==> config.mk <==
export PLATFORM = sky130hd
export DESIGN_NAME = lcps_back
export DESIGN_NICKNAME = d
export VERILOG_FILES = /design/src/sv/lcps_pkg.sv /design/src/sv/lcps_back.sv
export SDC_FILE = /design/constraint.sdc
export NUM_CORES = 1
export LEC_CHECK = 0
export BUFFER_PORTS_ARGS = -buffer_cell sky130_fd_sc_hd__buf_2
export CORE_UTILIZATION = 52
export CTS_CLUSTER_SIZE = 24
export DETAILED_ROUTE_END_ITERATION = 8
export PLACE_DENSITY = 0.75
export SYNTH_ARGS = -nofsm -noshare
export SYNTH_HDL_FRONTEND = slang
export SYNTH_SLANG_ARGS = --single-unit
==> constraint.sdc <==
create_clock -name clock -period 4.05 [get_ports clock]
set_input_delay 0.81 -clock clock [delete_from_list [all_inputs] [get_ports clock]]
set_output_delay 0.81 -clock clock [all_outputs]
set_load 0.01 [all_outputs]
==> src/sv/lcps_pkg.sv <==
`timescale 1ns / 1ps
`default_nettype none
package lcps_pkg;

   // command codes
   localparam logic [1:0] CMD_FUNCS = 2'd0;
   localparam logic [1:0] CMD_SPEED = 2'd1;
   localparam logic [1:0] CMD_ESTOP = 2'd2;
   localparam logic [1:0] CMD_BIN   = 2'd3;

   // decoder formats
   localparam logic [3:0] FMT_MA14       = 4'd0;
   localparam logic [3:0] FMT_MB14       = 4'd1;
   localparam logic [3:0] FMT_MB27_STEP  = 4'd2;
   localparam logic [3:0] FMT_MB27_PLAIN = 4'd3;
   localparam logic [3:0] FMT_DCC14      = 4'd4;
   localparam logic [3:0] FMT_DCC28      = 4'd5;
   localparam logic [3:0] FMT_DCC126     = 4'd6;
   localparam logic [3:0] FMT_DCCSDF     = 4'd7;
   localparam logic [3:0] FMT_M3         = 4'd8;

   // packet kinds
   localparam logic [4:0] K_SPEED     = 5'd0;
   localparam logic [4:0] K_ESTOP     = 5'd1;
   localparam logic [4:0] K_REV       = 5'd2;
   localparam logic [4:0] K_MM_F14    = 5'd3;
   localparam logic [4:0] K_MM_F1     = 5'd4;
   localparam logic [4:0] K_DCC_G0    = 5'd8;
   localparam logic [4:0] K_M3_F015   = 5'd14;
   localparam logic [4:0] K_M3_SINGLE = 5'd15;
   localparam logic [4:0] K_BIN       = 5'd16;

   localparam logic [7:0] DIR_BIT   = 8'h80;
   localparam logic [7:0] STEP_MASK = 8'h7F;

   localparam int SLOTS     = 17;
   localparam int SLOT_W    = 5;
   localparam int Q_DEPTH   = 2;
   localparam int Q_PTR_W   = $clog2(Q_DEPTH);
   localparam int STATE_W   = 40;

   typedef enum logic [1:0] {
      ST_CLEAR,
      ST_IDLE,
      ST_READ,
      ST_EXEC
   } front_state_type;

   typedef enum logic [2:0] {
      MODE_MMF,
      MODE_MM2F,
      MODE_DCCF,
      MODE_M3F,
      MODE_MOTION,
      MODE_BIN
   } mode_type;

   typedef struct packed {
      logic [1:0]  cmd;
      logic [9:0]  address;
      logic [3:0]  format;
      logic [31:0] new_funcs;
      logic [31:0] func_mask;
      logic [7:0]  speed_req;
      logic [14:0] bin_state;
      logic        bin_on;
   } req_type;

   typedef struct packed {
      logic [4:0]  packet_kind;
      logic [14:0] packet_value;
      logic        switch_on;
      logic        last;
   } rsp_type;

   // one command's packet plan, slots go out lowest first
   typedef struct packed {
      mode_type          mode;
      logic [SLOTS-1:0]  pend;
      logic [7:0]        dir_val;
      logic [7:0]        mid;
      logic [7:0]        spd;
      logic [14:0]       bs;
      logic              on;
   } desc_type;

endpackage
`default_nettype wire

==> src/sv/lcps_back.sv <==
`timescale 1ns / 1ps
`default_nettype none
module lcps_back (
   input  wire logic               clock,
   input  wire logic               reset,
   input  wire logic               empty,
   input  wire lcps_pkg::desc_type q_data,
   output logic                    pop,
   output logic                    rsp_valid,
   input  wire logic               rsp_stall,
   output lcps_pkg::rsp_type       rsp_data
);
   import lcps_pkg::*;

   logic     busy_ff, busy_in, rv_ff, rv_in;
   desc_type cur_ff, cur_in;
   rsp_type  out_ff, out_in;

   logic [SLOT_W-1:0] idx;
   logic              found, out_free, fire;
   logic [SLOTS-1:0]  rest;
   rsp_type           pkt;

   // lowest pending slot
   always_comb begin
      idx   = '0;
      found = 1'b0;
      for (int i = 0; i < SLOTS; i++) begin
         if (cur_ff.pend[i] && !found) begin
            idx   = SLOT_W'(i);
            found = 1'b1;
         end
      end
      rest      = cur_ff.pend & ~(SLOTS'(1) << idx);
   end

   always_comb begin
      pkt           = '0;
      pkt.last      = rest == '0;
      case (cur_ff.mode)
         MODE_MMF: begin
            pkt.packet_kind  = (idx == '0) ? K_SPEED : K_MM_F14;
            pkt.packet_value = (idx == '0) ? 15'(cur_ff.spd) : 15'd0;
         end
         MODE_MM2F: begin
            pkt.packet_kind  = (idx == '0) ? K_SPEED : K_MM_F1 + idx - 5'd1;
            pkt.packet_value = 15'(cur_ff.spd);
         end
         MODE_DCCF: begin
            pkt.packet_kind  = (idx == '0) ? K_SPEED : K_DCC_G0 + idx - 5'd1;
            pkt.packet_value = (idx == '0) ? 15'(cur_ff.spd) : 15'd0;
         end
         MODE_M3F: begin
            pkt.packet_kind  = (idx == '0) ? K_M3_F015 : K_M3_SINGLE;
            pkt.packet_value = (idx == '0) ? 15'd0 : 15'(idx) + 15'd15;
         end
         MODE_MOTION: begin
            case (idx)
               5'd0: begin
                  pkt.packet_kind  = K_ESTOP;
                  pkt.packet_value = 15'(cur_ff.dir_val);
               end
               5'd1: begin
                  pkt.packet_kind  = K_REV;
                  pkt.packet_value = 15'(cur_ff.dir_val);
               end
               5'd2: begin
                  pkt.packet_kind  = K_SPEED;
                  pkt.packet_value = 15'(cur_ff.mid);
               end
               default: begin
                  pkt.packet_kind  = K_SPEED;
                  pkt.packet_value = 15'(cur_ff.spd);
               end
            endcase
         end
         default: begin
            pkt.packet_kind  = K_BIN;
            pkt.packet_value = cur_ff.bs;
            pkt.switch_on    = cur_ff.on;
         end
      endcase
   end

   assign out_free  = !rv_ff || !rsp_stall;
   assign fire      = busy_ff && out_free;
   assign pop       = !busy_ff && !empty;
   assign rsp_valid = rv_ff;
   assign rsp_data  = out_ff;

   always_comb begin
      busy_in = busy_ff;
      cur_in  = cur_ff;
      rv_in   = rv_ff && rsp_stall;
      out_in  = out_ff;
      if (pop) begin
         busy_in = 1'b1;
         cur_in  = q_data;
      end
      if (fire) begin
         rv_in       = 1'b1;
         out_in      = pkt;
         cur_in.pend = rest;
         busy_in     = rest != '0;
      end
   end

   always_ff @(posedge clock) begin
      if (reset) begin
         busy_ff <= 1'b0;
         rv_ff   <= 1'b0;
      end else begin
         busy_ff <= busy_in;
         rv_ff   <= rv_in;
      end
      cur_ff <= cur_in;
      out_ff <= out_in;
   end
endmodule
`default_nettype wire

Yosys cells after proc, flatten, opt, wreduce, memory -nomap -nowiden
Cells that the tools add are included.
Widths: inputs -> output; s select.
- bits of input ports: 64
- output and inout bits: 24
- register bits: 84
- bits in read-only memories: 0
- memories kept: 0
- latch bits: 0
- RAM bits: 0
- multiply operators: 0
- div/mod/pow operators: 0
- equal/unequal tests: 6
- shift operators: 1
- multiplexer cells: 45
- magnitude comparators: 0
- reductions and logical operators: 46
- bitwise logic cells: 2
- add/sub/neg operators: 5
- operator list (cell ; count):
    $pmux 20 s5 ; 1
    $mux 5 ; 17
    $mux 57 ; 1
    $pmux 17 s3 ; 1
    $mux 1 ; 21
    $logic_not 1->1 ; 20
    $logic_and 1x1->1 ; 19
    $and 17x17->17 ; 1
    $logic_not 17->1 ; 1
    $mux 17 ; 1
    $not 17->17 ; 1
    $reduce_bool 17->1 ; 1
    $shl 1x5->17 const A ; 1
    $sub 5x1->5 const B ; 2
    $mux 8 ; 1
    $add 5x4->6 const B ; 1
    $eq 3x2->1 const B ; 2
    $mux 6 ; 1
    $add 3x5->5 const A ; 1
    $add 4x5->5 const A ; 1
    $eq 5x1->1 const B ; 1
    $eq 5x2->1 const B ; 1
    $logic_not 5->1 ; 1
    $reduce_or 5->1 ; 1
    6 further kinds ; 6

Longest topological paths before layout
- word-level depth: 54
- mapped depth: 13
- mapped depth without buffers: 12

Worst setup path before layout
Ideal clock, no wire load.
- path type: in2reg
- start point: in empty
- end point: reg cur_ff[40] (netlist name), enable pin
- arrival: 3.191 ns
- stages: 3
- data required time: 3.712 ns
- slack: 0.520 ns
- setup time: 0.338 ns
- cell sequence: nor2_1 -> clkbuf_1 -> or2_2
- word-level cells in the longest chain between the ends: 3
- RTL lines (item ; line ; text):
    start, declared ; lcps_back.sv:6 ; input wire logic empty,
    $logic_not 1->1 ; lcps_back.sv:87 ; assign pop = !busy_ff && !empty;
    $logic_and 1x1->1 ; lcps_back.sv:87 ;
    net pop ; lcps_back.sv:8 ; output logic pop,
    $reduce_bool 2->1 (no source line) ; n/a ;
    end signal, assigned ; lcps_back.sv:116 ; cur_ff <= cur_in;
    end, declared ; lcps_back.sv:16 ; desc_type cur_ff, cur_in;
The timed path passes the listed nets, and every way through them passes these cells.
A chain may end at the register's enable or synchronous reset.

==> impl_metrics.py <==
metrics = {
    "placement": {
        "dp_hpwl_um": 6060,
        "post-place-ws_ns": 0.509,
        "dpl_cell_area_um2": 4470,
        "dp.cells": 477,
        "gp_congestion": 0.895,
        "portBuffers": 87,
    },
    "timing": {
        "maxSlewViolCount": 0,
        "skew_ns": 0.00687,
        "fmax_mhz": 277,
        "tns_ns": 0,
        "layout_setup_ws_ns": 0.437,
        "holdWs_ns": 0.532,
        "rsz0062_at_grt": "false",
        "period_share_pct": 89.2,
        "worstMarginPinSlew_ns": 0.699,
        "slew_headroom_pct": 52.8,
        "setup_viol": 0,
        "hold_viol": 0,
        "period_needed_ns": 3.61,
    },
    "setup_path": {
        "path_max_fanout": 8,
        "cp.required_ns": 4.15,
        "r2r-end": "rsp_data[7]",
        "worst_path_largest_cell_delay_ns": 0.56,
        "ff2ff_path_depth": 12,
        "cp_slowest_cell": "nor4_2",
        "cp-start-kind": "flip-flop",
        "critPathKind": "flip-flop to flip-flop",
        "regToRegSetupSlack_ns": 0.44,
        "worstPathArrival_ns": 3.72,
        "cp_common_cell": "nor2_1",
        "end_kind": "flip-flop",
        "timing.rr.start": "cur_ff[44]",
        "path_cells": "nor4_2 > and3_1 > a2bb2oi_1 > o221a_2 > inv_1 > ha_1 > nor3_1 > a21oi_1 > nor2_1 > a311o_1 > a22oi_1 > nor2_1",
    },
    "synthesis": {
        "syn_inst": 297,
        "synth_top_area_share_pct": 63.1,
        "ys.flop_type": "edfxtp_1",
        "synth.largest_area_cell": "edfxtp_1",
        "synth_edf_count": 82,
        "avgSynthCellArea_um2": 13.1,
        "synth_nets": 366,
        "synth-seq-cells": 84,
        "synth.most_common_cell": "edfxtp_1",
        "ys_types": 56,
        "synth_commonest_cells": "edfxtp_1, nor2_1, o21ai_0",
        "ys_seq_area_share_pct": 64.1,
        "async_flop_share_pct": 0,
        "yosys-top-cells-area": "edfxtp_1, o21ai_0, a22o_1, nor2_1, a22oi_1",
        "synth_warnings": 0,
        "syn_area_um2": 3900,
    },
    "clocking": {
        "root_buffer": "clkbuf_8",
        "clk_path_buf_depth": 2,
        "clk-insertion-delay-late_ns": 0.34,
        "cts_tree": "done",
        "post_cts_buffers": 0,
        "cts_resized": 0,
        "numCtsBuffers": 9,
        "htreeDepth": 3,
        "clkTransAtPathRegs_ns": 0.09,
        "holdBufCountCts": 0,
        "clock_sinks": 84,
    },
    "power": {
        "seqPwrFrac_pct": 55.0,
        "clkPwrFrac_pct": 26.8,
        "p_int_mw": 1.41,
        "p_leak_nw": 1.74,
        "power_mw": 1.98,
        "p_sw_share_pct": 28.9,
        "power_frac_comb_pct": 18.2,
        "vdd_drop_max_mv": 0.265,
        "cellPowerDensity_nw_per_um2": 427,
        "netSwitchingPower_mw": 0.573,
    },
    "cells_and_area": {
        "synthToLayoutAreaGrowth_pct": 18.9,
        "final_layout_size_suffix_gt1_share_pct": 31.8,
        "stdcell_count": 492,
        "nets": 458,
        "diodes": 0,
        "fin_util_pct": 64.0,
        "design_area_um2": 4640,
    },
    "run": {
        "max_cap_violations": 0,
    },
    "floorplanning": {
        "core-area_um2": 7250,
        "num_rows": 31,
        "start_util_pct": 53.8,
        "ios": 88,
        "fp.dieH_um": 88.6,
        "dieArea_um2": 7860,
        "die_w_um": 88.6,
    },
    "global_route": {
        "grt_max_degree": 32,
        "grt_pass1_wl_um": 13500,
        "gr-total-overflow": 0,
        "grt_usage_pct": 22.8,
        "antenna_found_initial": 0,
        "first_global_vias": 2672,
    },
    "min_path": {
        "hp-class": "flip-flop to flip-flop",
        "worstHoldEndpoint": "rsp_data[1]",
        "hold_depth": 1,
        "min-delay-start": "cur_ff[0]",
    },
    "drt": {
        "vias": 2848,
        "first_pass_iters": 5,
        "drc": 0,
        "avgViaCountPerCell": 5.79,
        "drt_iter0_markers": 284,
        "antenna_left": 0,
        "routed_wirelength_um": 8490,
        "routedWlPerCell_um": 17.3,
    },
    "outcome": {
        "status": "completed",
    },
}
## kinds of logic after synthesis
kind of cell               Yosys count  synth area share, %
AOI/OAI and AO/OA                   98                 18.9
and+or+nand+nor                     86                 12.5
DFF                                 84                 64.1
buffers and inverters               22                 2.40
adders and majority gates            5                 1.60
xor gates and xnor gates             2                0.449
## sequential cells by signal, summed over array words and instances (netlist names)
signal,cells
rsp_valid,1
rsp_data,22
busy_ff,1
cur_ff,60
## critical path, delay by kind of cell (launching register included)
| kind | cells | cell delay (ns) |
|---|---|---|
| fa+ha+maj | 1 | 0.38 |
| buf+inv | 1 | 0.14 |
| simple gates | 5 | 1.17 |
| compound gates | 5 | 1.15 |
| flops | 1 | 0.51 |
## worst max path at each step
stage / cells past startpoint / start / endpoint
global route: 12 / cur_ff[44] / rsp_data[4]
global placement: 12 / cur_ff[44] / rsp_data[4]
CTS: 12 / cur_ff[44] / rsp_data[7]
floorplan: 3 / empty / cur_ff[40]
finish: 12 / cur_ff[44] / rsp_data[7]
detailed placement: 12 / cur_ff[44] / rsp_data[4]
## power by group through the flow
stage | clock network [mW] | registers, mW | logic, mW
floorplan | 0 | 1.10 | 0.235
global placement | 0 | 1.11 | 0.352
detailed placement | 0 | 1.11 | 0.357
CTS | 0.542 | 1.09 | 0.360
global route | 0.572 | 1.10 | 0.400
finish | 0.531 | 1.09 | 0.361
## placed cells by master, fill, tap and decap left out, types with 2 or more instances in the layout
master,netlist,routed
a211o_1,3,3
a21boi_0,7,7
a21boi_1,2,2
a21oi_1,10,9
a221oi_1,2,2
a22o_1,12,12
a22oi_1,11,11
a31oi_1,4,4
a32o_1,7,7
and2_1,10,10
buf_2,3,87
buf_4,0,6
clkbuf_8,0,9
clkinvlp_4,0,3
dfxtp_1,2,2
edfxtp_1,82,82
ha_1,5,5
inv_1,10,10
inv_6,0,3
nand2_1,11,11
nand2b_1,2,2
nand3_1,5,5
nor2_1,25,24
nor2b_1,4,4
nor3_1,8,8
nor4_1,3,3
nor4_2,3,3
o211ai_1,4,4
o21ai_0,21,21
o221ai_1,2,2
or2_2,2,2
or4_4,2,2
## area by class of cell
class	count	area [µm²]
Fill cell	607	2610
Sequential cell	84	2500
Multi-Input combinational cell	191	1330
Timing Repair Buffer	93	480
Clock buffer	9	124
Tap cell	99	124
Clock inverter	6	48.8
Inverter	10	37.5
## layer usage
| metal | up-vias | track usage, % | wire length, µm |
|---|---|---|---|
| met3 | 13 | 3.64 | 481 |
| li1 | 1364 | - | - |
| met1 | 1352 | 32.7 | 3920 |
| met4 | 0 | 7.04 | 116 |
| met2 | 119 | 36.0 | 3960 |
| met5 | - | 0 | 0 |
Power figures use the tool's default switching activity.
