--- src/sv/lcps_pkg.sv ---
`timescale 1ns / 1ps
`default_nettype none
package lcps_pkg;

   // command codes
   localparam logic [1:0] CMD_FUNCS = 2'd0;
   localparam logic [1:0] CMD_SPEED = 2'd1;
   localparam logic [1:0] CMD_ESTOP = 2'd2;
   localparam logic [1:0] CMD_BIN   = 2'd3;

   // decoder formats
   localparam logic [3:0] FMT_MA14       = 4'd0;
   localparam logic [3:0] FMT_MB14       = 4'd1;
   localparam logic [3:0] FMT_MB27_STEP  = 4'd2;
   localparam logic [3:0] FMT_MB27_PLAIN = 4'd3;
   localparam logic [3:0] FMT_DCC14      = 4'd4;
   localparam logic [3:0] FMT_DCC28      = 4'd5;
   localparam logic [3:0] FMT_DCC126     = 4'd6;
   localparam logic [3:0] FMT_DCCSDF     = 4'd7;
   localparam logic [3:0] FMT_M3         = 4'd8;

   // packet kinds
   localparam logic [4:0] K_SPEED     = 5'd0;
   localparam logic [4:0] K_ESTOP     = 5'd1;
   localparam logic [4:0] K_REV       = 5'd2;
   localparam logic [4:0] K_MM_F14    = 5'd3;
   localparam logic [4:0] K_MM_F1     = 5'd4;
   localparam logic [4:0] K_DCC_G0    = 5'd8;
   localparam logic [4:0] K_M3_F015   = 5'd14;
   localparam logic [4:0] K_M3_SINGLE = 5'd15;
   localparam logic [4:0] K_BIN       = 5'd16;

   localparam logic [7:0] DIR_BIT   = 8'h80;
   localparam logic [7:0] STEP_MASK = 8'h7F;

   localparam int SLOTS     = 17;
   localparam int SLOT_W    = 5;
   localparam int Q_DEPTH   = 2;
   localparam int Q_PTR_W   = $clog2(Q_DEPTH);
   localparam int STATE_W   = 40;

   typedef enum logic [1:0] {
      ST_CLEAR,
      ST_IDLE,
      ST_READ,
      ST_EXEC
   } front_state_type;

   typedef enum logic [2:0] {
      MODE_MMF,
      MODE_MM2F,
      MODE_DCCF,
      MODE_M3F,
      MODE_MOTION,
      MODE_BIN
   } mode_type;

   typedef struct packed {
      logic [1:0]  cmd;
      logic [9:0]  address;
      logic [3:0]  format;
      logic [31:0] new_funcs;
      logic [31:0] func_mask;
      logic [7:0]  speed_req;
      logic [14:0] bin_state;
      logic        bin_on;
   } req_type;

   typedef struct packed {
      logic [4:0]  packet_kind;
      logic [14:0] packet_value;
      logic        switch_on;
      logic        last;
   } rsp_type;

   // one command's packet plan, slots go out lowest first
   typedef struct packed {
      mode_type          mode;
      logic [SLOTS-1:0]  pend;
      logic [7:0]        dir_val;
      logic [7:0]        mid;
      logic [7:0]        spd;
      logic [14:0]       bs;
      logic              on;
   } desc_type;

endpackage
`default_nettype wire

--- src/sv/lcps_queue.sv ---
`timescale 1ns / 1ps
`default_nettype none
module lcps_queue (
   input  wire logic               clock,
   input  wire logic               reset,
   input  wire logic               push,
   input  wire lcps_pkg::desc_type push_data,
   output logic                    full,
   input  wire logic               pop,
   output lcps_pkg::desc_type      pop_data,
   output logic                    empty
);
   import lcps_pkg::*;

   desc_type           entry_ff [Q_DEPTH];
   logic [Q_PTR_W-1:0] wr_ff, wr_in, rd_ff, rd_in;
   logic [Q_PTR_W:0]   cnt_ff, cnt_in;

   assign full     = cnt_ff == (Q_PTR_W + 1)'(Q_DEPTH);
   assign empty    = cnt_ff == '0;
   assign pop_data = entry_ff[rd_ff];

   always_comb begin
      wr_in  = wr_ff;
      rd_in  = rd_ff;
      cnt_in = cnt_ff;
      if (push) begin
         wr_in = (wr_ff == Q_PTR_W'(Q_DEPTH - 1)) ? '0 : wr_ff + Q_PTR_W'(1);
      end
      if (pop) begin
         rd_in = (rd_ff == Q_PTR_W'(Q_DEPTH - 1)) ? '0 : rd_ff + Q_PTR_W'(1);
      end
      if (push && !pop) cnt_in = cnt_ff + (Q_PTR_W + 1)'(1);
      else if (pop && !push) cnt_in = cnt_ff - (Q_PTR_W + 1)'(1);
   end

   always_ff @(posedge clock) begin
      if (reset) begin
         wr_ff  <= '0;
         rd_ff  <= '0;
         cnt_ff <= '0;
      end else begin
         wr_ff  <= wr_in;
         rd_ff  <= rd_in;
         cnt_ff <= cnt_in;
      end
      if (push) entry_ff[wr_ff] <= push_data;
   end
endmodule
`default_nettype wire

--- config.mk ---
export PLATFORM = sky130hd
export DESIGN_NAME = lcps_queue
export DESIGN_NICKNAME = d
export VERILOG_FILES = /design/src/sv/lcps_pkg.sv /design/src/sv/lcps_queue.sv
export SDC_FILE = /design/constraint.sdc
export NUM_CORES = 1
export LEC_CHECK = 0
export ABC_AREA = 1
export BUFFER_PORTS_ARGS = -buffer_cell sky130_fd_sc_hd__buf_2
export CAP_MARGIN = 20
export CORE_MARGIN = 4
export CORE_UTILIZATION = 25
export DETAILED_ROUTE_END_ITERATION = 12
export HOLD_SLACK_MARGIN = 0.08
export PLACE_DENSITY = 0.47
export REMOVE_ABC_BUFFERS = 1
export SLEW_MARGIN = 20
export SYNTH_ARGS = -nofsm -noshare
export SYNTH_HDL_FRONTEND = slang
export SYNTH_SLANG_ARGS = --single-unit
--- constraint.sdc ---
create_clock -name clock -period 4.7 [get_ports clock]
set_input_delay 0 -clock clock [delete_from_list [all_inputs] [get_ports clock]]
set_output_delay 0 -clock clock [all_outputs]
set_load 0.05 [all_outputs]
Word level (Yosys, flattened, before mapping) --
Memory sizes are Yosys's and may differ from the RTL's. A register that Yosys moved wholly into a read port is not among the register bits. Index checks and enable logic that the tools add are counted.
Cells by class: equal/unequal tests 1, mux-type cells 8, reductions and logical operators 6, add/subtract/negate cells 4
Operator list (count):
- two-way mux 1 bit | 6
- two-way mux 2 bit | 2
- adder 1 bit (second input constant) | 2
- adder 2 x 1 -> 2 bit (second input constant) | 1
- == test 2 bit (second input constant) | 1
- logical AND 1 bit | 2
- zero test 1 bit | 2
- zero test 2 bit | 1
- nonzero test 2 bit | 1
- subtractor 2 x 1 -> 2 bit (second input constant) | 1
Storage, ports and cells: memory bits (writable) 120, memories kept 1, flip-flop bits (word level) 4, input bits 64
Memories:
- entry_ff | words 2, width 60, read ports 1, clocked after memory_dff 1, wr ports 1, line lcps_queue.sv:15 | desc_type entry_ff [Q_DEPTH];

Longest topological paths before layout --
Gate-level depths: netlist (run 1).
word-level depth 4, depth in mapped cells 8

Least setup slack after synthesis (run 1) --
Ideal clock, no wire load.
path type reg2reg, from register wr_ff, to memory entry_ff[0][0] in the netlist's numbering, enable pin, library setup time 0.480 ns, path buffers 0, stages on the path, launching flop included 2, slack 1.391 ns, data arrival time 2.830 ns, cells stage by stage dfxtp_1 nor2_1
RTL lines:
- start, declared | line lcps_queue.sv:16 | logic [Q_PTR_W-1:0] wr_ff, wr_in, rd_ff, rd_in;
- start signal, assigned | line lcps_queue.sv:43 | wr_ff <= wr_in;
- end, declared | line lcps_queue.sv:15
Straight into the memory's write port.

==> results of run 1 <==
## kinds of logic after synthesis
kind of cell,Yosys count
DFF,125
muxes,60
buffers and inverters,16
and+or+nand+nor,15
AOI/OAI and AO/OA,2
xor gates and xnor gates,1
adders and majority gates,1
## power groups by stage
stage | sequential [mW] | clock, mW | combinational (mW)
4_1_cts | 1.32 | 1.15 | 0.504
2_1_floorplan | 1.35 | 0 | 0.348
5_1_grt | 1.33 | 1.20 | 0.524
3_3_place_gp | 1.34 | 0 | 0.457
3_5_place_dp | 1.34 | 0 | 0.461
6_report | 1.32 | 1.10 | 0.495
## critical path, delay by kind of cell (launching register included)
family | cells | cell delay (ps)
DFF | 1 | 690
buffers and inverters | 2 | 860
muxes | 1 | 360
## state kept, by name (all words and copies together), names as in the netlist, named ones only
name      flops
entry_ff    120
cnt_ff        2
rd_ff         1
wr_ff         1
## how the worst max path moves through the flow
stage                  start  cells past startpoint  slack [ps]               to
global placement       wr_ff                      2        2680  entry_ff[0][25]
finish              register                      3        2380     pop_data[10]
global route        register                      3        2210     pop_data[45]
floorplan              wr_ff                      1        1390   entry_ff[0][0]
CTS                 register                      3        2270     pop_data[10]
detailed placement     wr_ff                      2        2610  entry_ff[0][31]
## cell type report
type	count	share of cell area
tap	260	0.0476
sequential	125	0.542
multi-input combinational	79	0.146
clock buffer	18	0.0627
timing repair buffer	192	0.188
clock inverter	7	0.00805
inverter	9	0.00494
## timing repair
item,4_1_cts,5_1_grt
hold endpoints to repair,125,0
setup buffers,0,0
hold buffers,64,0
## per-layer routing
metal | up-vias | global-route usage | part of all wire
met5 | - | 0 | 0
met4 | 0 | 0.0363 | 0.012
met3 | 5 | 0.0356 | 0.046
met2 | 73 | 0.154 | 0.50
met1 | 1264 | 0.109 | 0.44
li1 | 1253 | - | -
## cell usage in the layout, fill, tap and decap left out, types with 2 or more instances in the layout
cell,Yosys,final
buf_2,0,125
buf_4,0,3
clkbuf_16,0,17
clkinv_1,0,4
clkinv_2,0,2
dfxtp_1,5,4
dlygate4sd3_1,0,64
edfxtp_1,120,120
inv_1,9,8
mux2_4,60,60
nand2_1,5,5
nor2_1,7,6
## through the flow
stage                     cells  hold WS (ps)  utilization  setup slack (ps)
after floorplan             213          72.4            -              1390
after global placement      601           190        0.303              2680
after detailed placement    601           191        0.303              2610
after CTS                   690           292        0.362              2270
after global routing        690           310        0.362              2210
final                       690           323        0.362              2380
==> flow_summary.ini, run 1 <==
[worst_hold_path]
hold-path-endpoint = entry_ff[1][25]
holdCritStartpoint = push_data[25]
min_path_cells = 2
hold_class = input port to register

[outcome]
status = finished, final reports clean

[synthesis]
ys.flop_type = edfxtp_1
synth_warnings = 0
yosysMostFrequentCell = edfxtp_1
synth-compound-area-share = 0.00206
synth_adder_area_share = 0.00257
synthMuxAreaShare = 0.185
synth_top_family_by_area = multiplexers
seq_area_frac_synth = 0.762
synth.distinct_cells = 15
synth.area.top_cells = edfxtp_1 (74%), mux2_4 (19%), buf_12 (2.5%), dfxtp_1 (2.1%), inv_1 (0.69%)
syn_area_per_cell_sq_um = 22.1
synth_top_area_share = 0.741
synth-seq-cells = 125
synth_common_cells = edfxtp_1 (120), mux2_4 (60), inv_1 (9)
synth_edf_count = 120
synth-async-reset-ratio = 0
yosys.area.top_type = edfxtp_1
netlist_instances = 220
syn_area_sq_um = 4860
synth-simple-area-share = 0.0126
synth-xor-area-share = 0.00180

[placed_design]
hpwl_um = 6340
placed_cell_area_sq_um = 5720
numPortBuffers = 125
routabilityCongestion = 0.664

[global_routing]
grt_pass1_wl_um = 15400
grt_max_degree = 35
globalRouteTotalUtil = 0.0926
gr-total-overflow = 0
antenna_found_initial = 0
grt_pass1_vias = 2883

[route]
totalWireLength_um = 9600
via_per_inst = 3.76
post_drt_wl_per_cell_um = 13.9
drc_errors = 0
ant_nets = 0
drt-pass1-iter-count = 6
vias = 2595
drtIter0Drc = 79

[clock_tree]
cts_buffers = 17
path_clk_slew_ps = 50
cts_resized = 0
cts-root-buf = clkbuf_16
cts.sinks = 125
htree_num_levels = 4
clockBufferDepth = 2
cts_tree = built
worstSkewPairLatency_ps = 400

[flow_run]
maxCapViolCount = 0

[worst_setup_path]
r2r_slack_ps = 2690
cpMaxStageDelayCell = dfxtp_4
reg2reg_depth = 2
reg2reg_to = entry_ff[0][31]
cp-end-kind = primary output
path_class = register to primary output
worst_r2r_startpoint = wr_ff
slowest_delay_ps = 690
crit_fanout = 34
crit_arrival_ps = 2320
crit_required_ps = 4700
path_cells = buf_4, mux2_4, buf_2
crit_path_start_kind = register

[sta]
hold_violations = 0
setup_viol = 0
clock-skew-final_ps = 4.61
relSlewSlack = 0.413
fin_crit_sh = 0.494
rsz0062_at_grt = no
min_period_ps = 2320
tns_ps = 0
worst_pin_slew_ps = 879
drv_slew = 0
fmaxAchievable_mhz = 430

[finish]
finalInstanceArea_sq_um = 6840
seq_area_sq_um = 3710
n_fill_cell = 1840
drive_gt1_frac = 0.491
multiInputGateArea_sq_um = 1000
diodes = 0
syn_to_final_growth_pct = 40.7
fin_nets = 489

[power]
pwr-share-comb = 0.170
leakage_nw = 2.72
power.total_mw = 2.92
sw_frac_of_total = 0.257
power_density_nw_per_um2 = 426
intPower_mw = 2.17
p_sw_mw = 0.748
clkPwrFrac = 0.378
ir_worst_vdd_v = 0.000238
sequentialPowerShare = 0.452

[die]
initial_utilization = 0.257
num_io_pins = 126
die_area_sq_um = 21700
row_count = 50
fp.dieW_um = 147
coreArea_sq_um = 18900
dieHeight_um = 147
Note: power is estimated with default switching activity, not from simulation.
==> run 2, diff against run 1 <==
--- a/config.mk
+++ b/config.mk
@@ -12,7 +12,7 @@
 export CORE_UTILIZATION = 25
 export DETAILED_ROUTE_END_ITERATION = 12
 export HOLD_SLACK_MARGIN = 0.08
-export PLACE_DENSITY = 0.47
+export PLACE_DENSITY = 0.48
 export REMOVE_ABC_BUFFERS = 1
 export SLEW_MARGIN = 20
 export SYNTH_ARGS = -nofsm -noshare
==> constraint.sdc (replaced) <==
create_clock -name clock -period 2.1 [get_ports clock]
set_input_delay 0 -clock clock [delete_from_list [all_inputs] [get_ports clock]]
set_output_delay 0 -clock clock [all_outputs]
set_load 0.05 [all_outputs]
==> run 2 against run 1 <==
  * Register-to-register slack got worse by 2000 ps
  * Sequential share of layout area fell by 1.4 points
  * Largest power group unchanged
  * Cell count rose by 1.4%
  * Highest routed layer unchanged
  * Utilization rose by 0.96 points
  * Critical endpoint is now pop_data[45]
==> flow_summary.ini, run 2 (synthesized netlist as in run 1, its figures left out) <==
[outcome]
status = finished, final reports clean

[worst_setup_path]
crit_path_start_kind = register
slowest_delay_ps = 390
crit_arrival_ps = 1760
cp-end-kind = primary output
crit_required_ps = 2100
path_class = register to primary output
path_cells = buf_12, mux2_4, buf_2
cpMaxStageDelayCell = buf_12
crit_fanout = 60

[sta]
setup_viol = 0
drv_slew = 0
hold_violations = 0
clock-skew-final_ps = 4.66
min_period_ps = 1760
worst_pin_slew_ps = 590
fmaxAchievable_mhz = 569
relSlewSlack = 0.606
fin_crit_sh = 0.837
rsz0062_at_grt = no

[global_routing]
grtUsageMet3 = 0.0356
gr-total-overflow = 0
globalRouteTotalUtil = 0.0937
antenna_found_initial = 0
grt_max_degree = 61
grtUsageMet2 = 0.157
grt_pass1_wl_um = 15500
met1_usage = 0.108
grt_pass1_vias = 2919
top_usage_layer = met2

[clock_tree]
path_clk_slew_ps = 50
cts.sinks = 125
cts_buffers = 17
cts_setup_buffers = 0
worstSkewPairLatency_ps = 400
clockBufferDepth = 2
htree_num_levels = 4
cts_tree = built
cts-root-buf = clkbuf_16

[placed_design]
placed_cell_area_sq_um = 5800
routabilityCongestion = 0.670
numPortBuffers = 125
hpwl_um = 6220

[power]
intPower_mw = 5.16
sw_frac_of_total = 0.258
power.total_mw = 6.95
p_sw_mw = 1.79
clkPwrFrac = 0.413
power_density_nw_per_um2 = 990
sequentialPowerShare = 0.420
pwr-share-comb = 0.167
leakage_nw = 2.79
ir_worst_vdd_v = 0.000555

[die]
coreArea_sq_um = 18900
initial_utilization = 0.257
fp.dieW_um = 147
num_io_pins = 126
die_area_sq_um = 21700
row_count = 50
dieHeight_um = 147

[finish]
final_cell_mix = buf_2 (125), edfxtp_1 (120), dlygate4sd3_1 (64), mux2_4 (60), clkbuf_16 (17)
final_common_cell = buf_2
diodes = 0
final_core_util = 0.372
largest_register_ffs = 120
finalInstanceArea_sq_um = 7020
regMostFlops = entry_ff
syn_to_final_growth_pct = 44.4
drive_gt1_frac = 0.502
top_regs = entry_ff: 120 flops, cnt_ff: 2 flops
fin_nets = 492

[route]
totalWireLength_um = 9870
drtIter0Drc = 62
post_drt_wl_per_cell_um = 14.1
drc_errors = 0
vias = 2645
via_per_inst = 3.78
drt-pass1-iter-count = 4
ant_nets = 0

[flow_run]
maxCapViolCount = 0

[worst_hold_path]
hold_class = input port to register
-- run 2: cell count changes in the layout (fill, tap and decap cells not counted), sizes merged --
cell and change:
buf +3, bufinv +2, clkinv +2, clkinvlp +3
-- run 2: worst paths after layout --
kind / from / to / slack, ps / cells after the start
setup reg to reg: wr_ff / entry_ff[1][43] / 650 / 3
setup / recovery: register / pop_data[45] / 340 / 3
hold reg to reg: rd_ff / rd_ff / 510 / 2
hold / removal: push_data[52] / entry_ff[0][52] / 320 / 2
-- run 2: critical path: cells and delay by family (launching register included) --
| kind | cells | cell delay, ps |
|---|---|---|
| buffers and inverters | 2 | 610 |
| DFF | 1 | 340 |
| muxes | 1 | 350 |
-- run 2: metrics by stage --
| stage | setup TNS, ps | setup slack [ps] | std cells | hold slack (ps) |
|---|---|---|---|---|
| finish | 0 | 342 | 700 | 320 |
| global placement | 0 | 651 | 604 | 190 |
| CTS | 0 | 289 | 700 | 286 |
| detailed placement | 0 | 612 | 604 | 192 |
| global route | 0 | 264 | 700 | 298 |
| floorplan | -122050 | -1210 | 213 | 72.4 |
-- run 2: repair_timing --
| action | in CTS | in global routing |
|---|---|---|
| endpoints found under the hold margin | 125 | 0 |
| hold buffers | 64 | 0 |
| endpoints found under the setup margin | 0 | 0 |
| gates resized for setup | 0 | 0 |
-- run 2: power groups by stage --
stage	combinational, mW	clock (mW)	sequential [mW]
floorplan	0.780	0	3.02
global placement	1.08	0	2.97
detailed placement	1.09	0	2.97
CTS	1.19	2.98	2.92
global route	1.23	3.08	2.93
finish	1.16	2.87	2.92
-- run 2: layout make-up --
| type | instances | area, sq um |
|---|---|---|
| clock buffers | 18 | 429 |
| clock inverters | 14 | 151 |
| fillers | 1801 | 11900 |
| inverters | 9 | 33.8 |
| multi-input cells | 79 | 1000 |
| flip-flops and latches | 125 | 3710 |
| well taps | 260 | 325 |
| repair buffers | 195 | 1370 |
-- run 2: routing by layer --
layer | vias up | part of all wire
li1 | 1269 | -
met1 | 1293 | 0.42
met2 | 74 | 0.50
met3 | 9 | 0.058
met4 | 0 | 0.014
met5 | - | 0
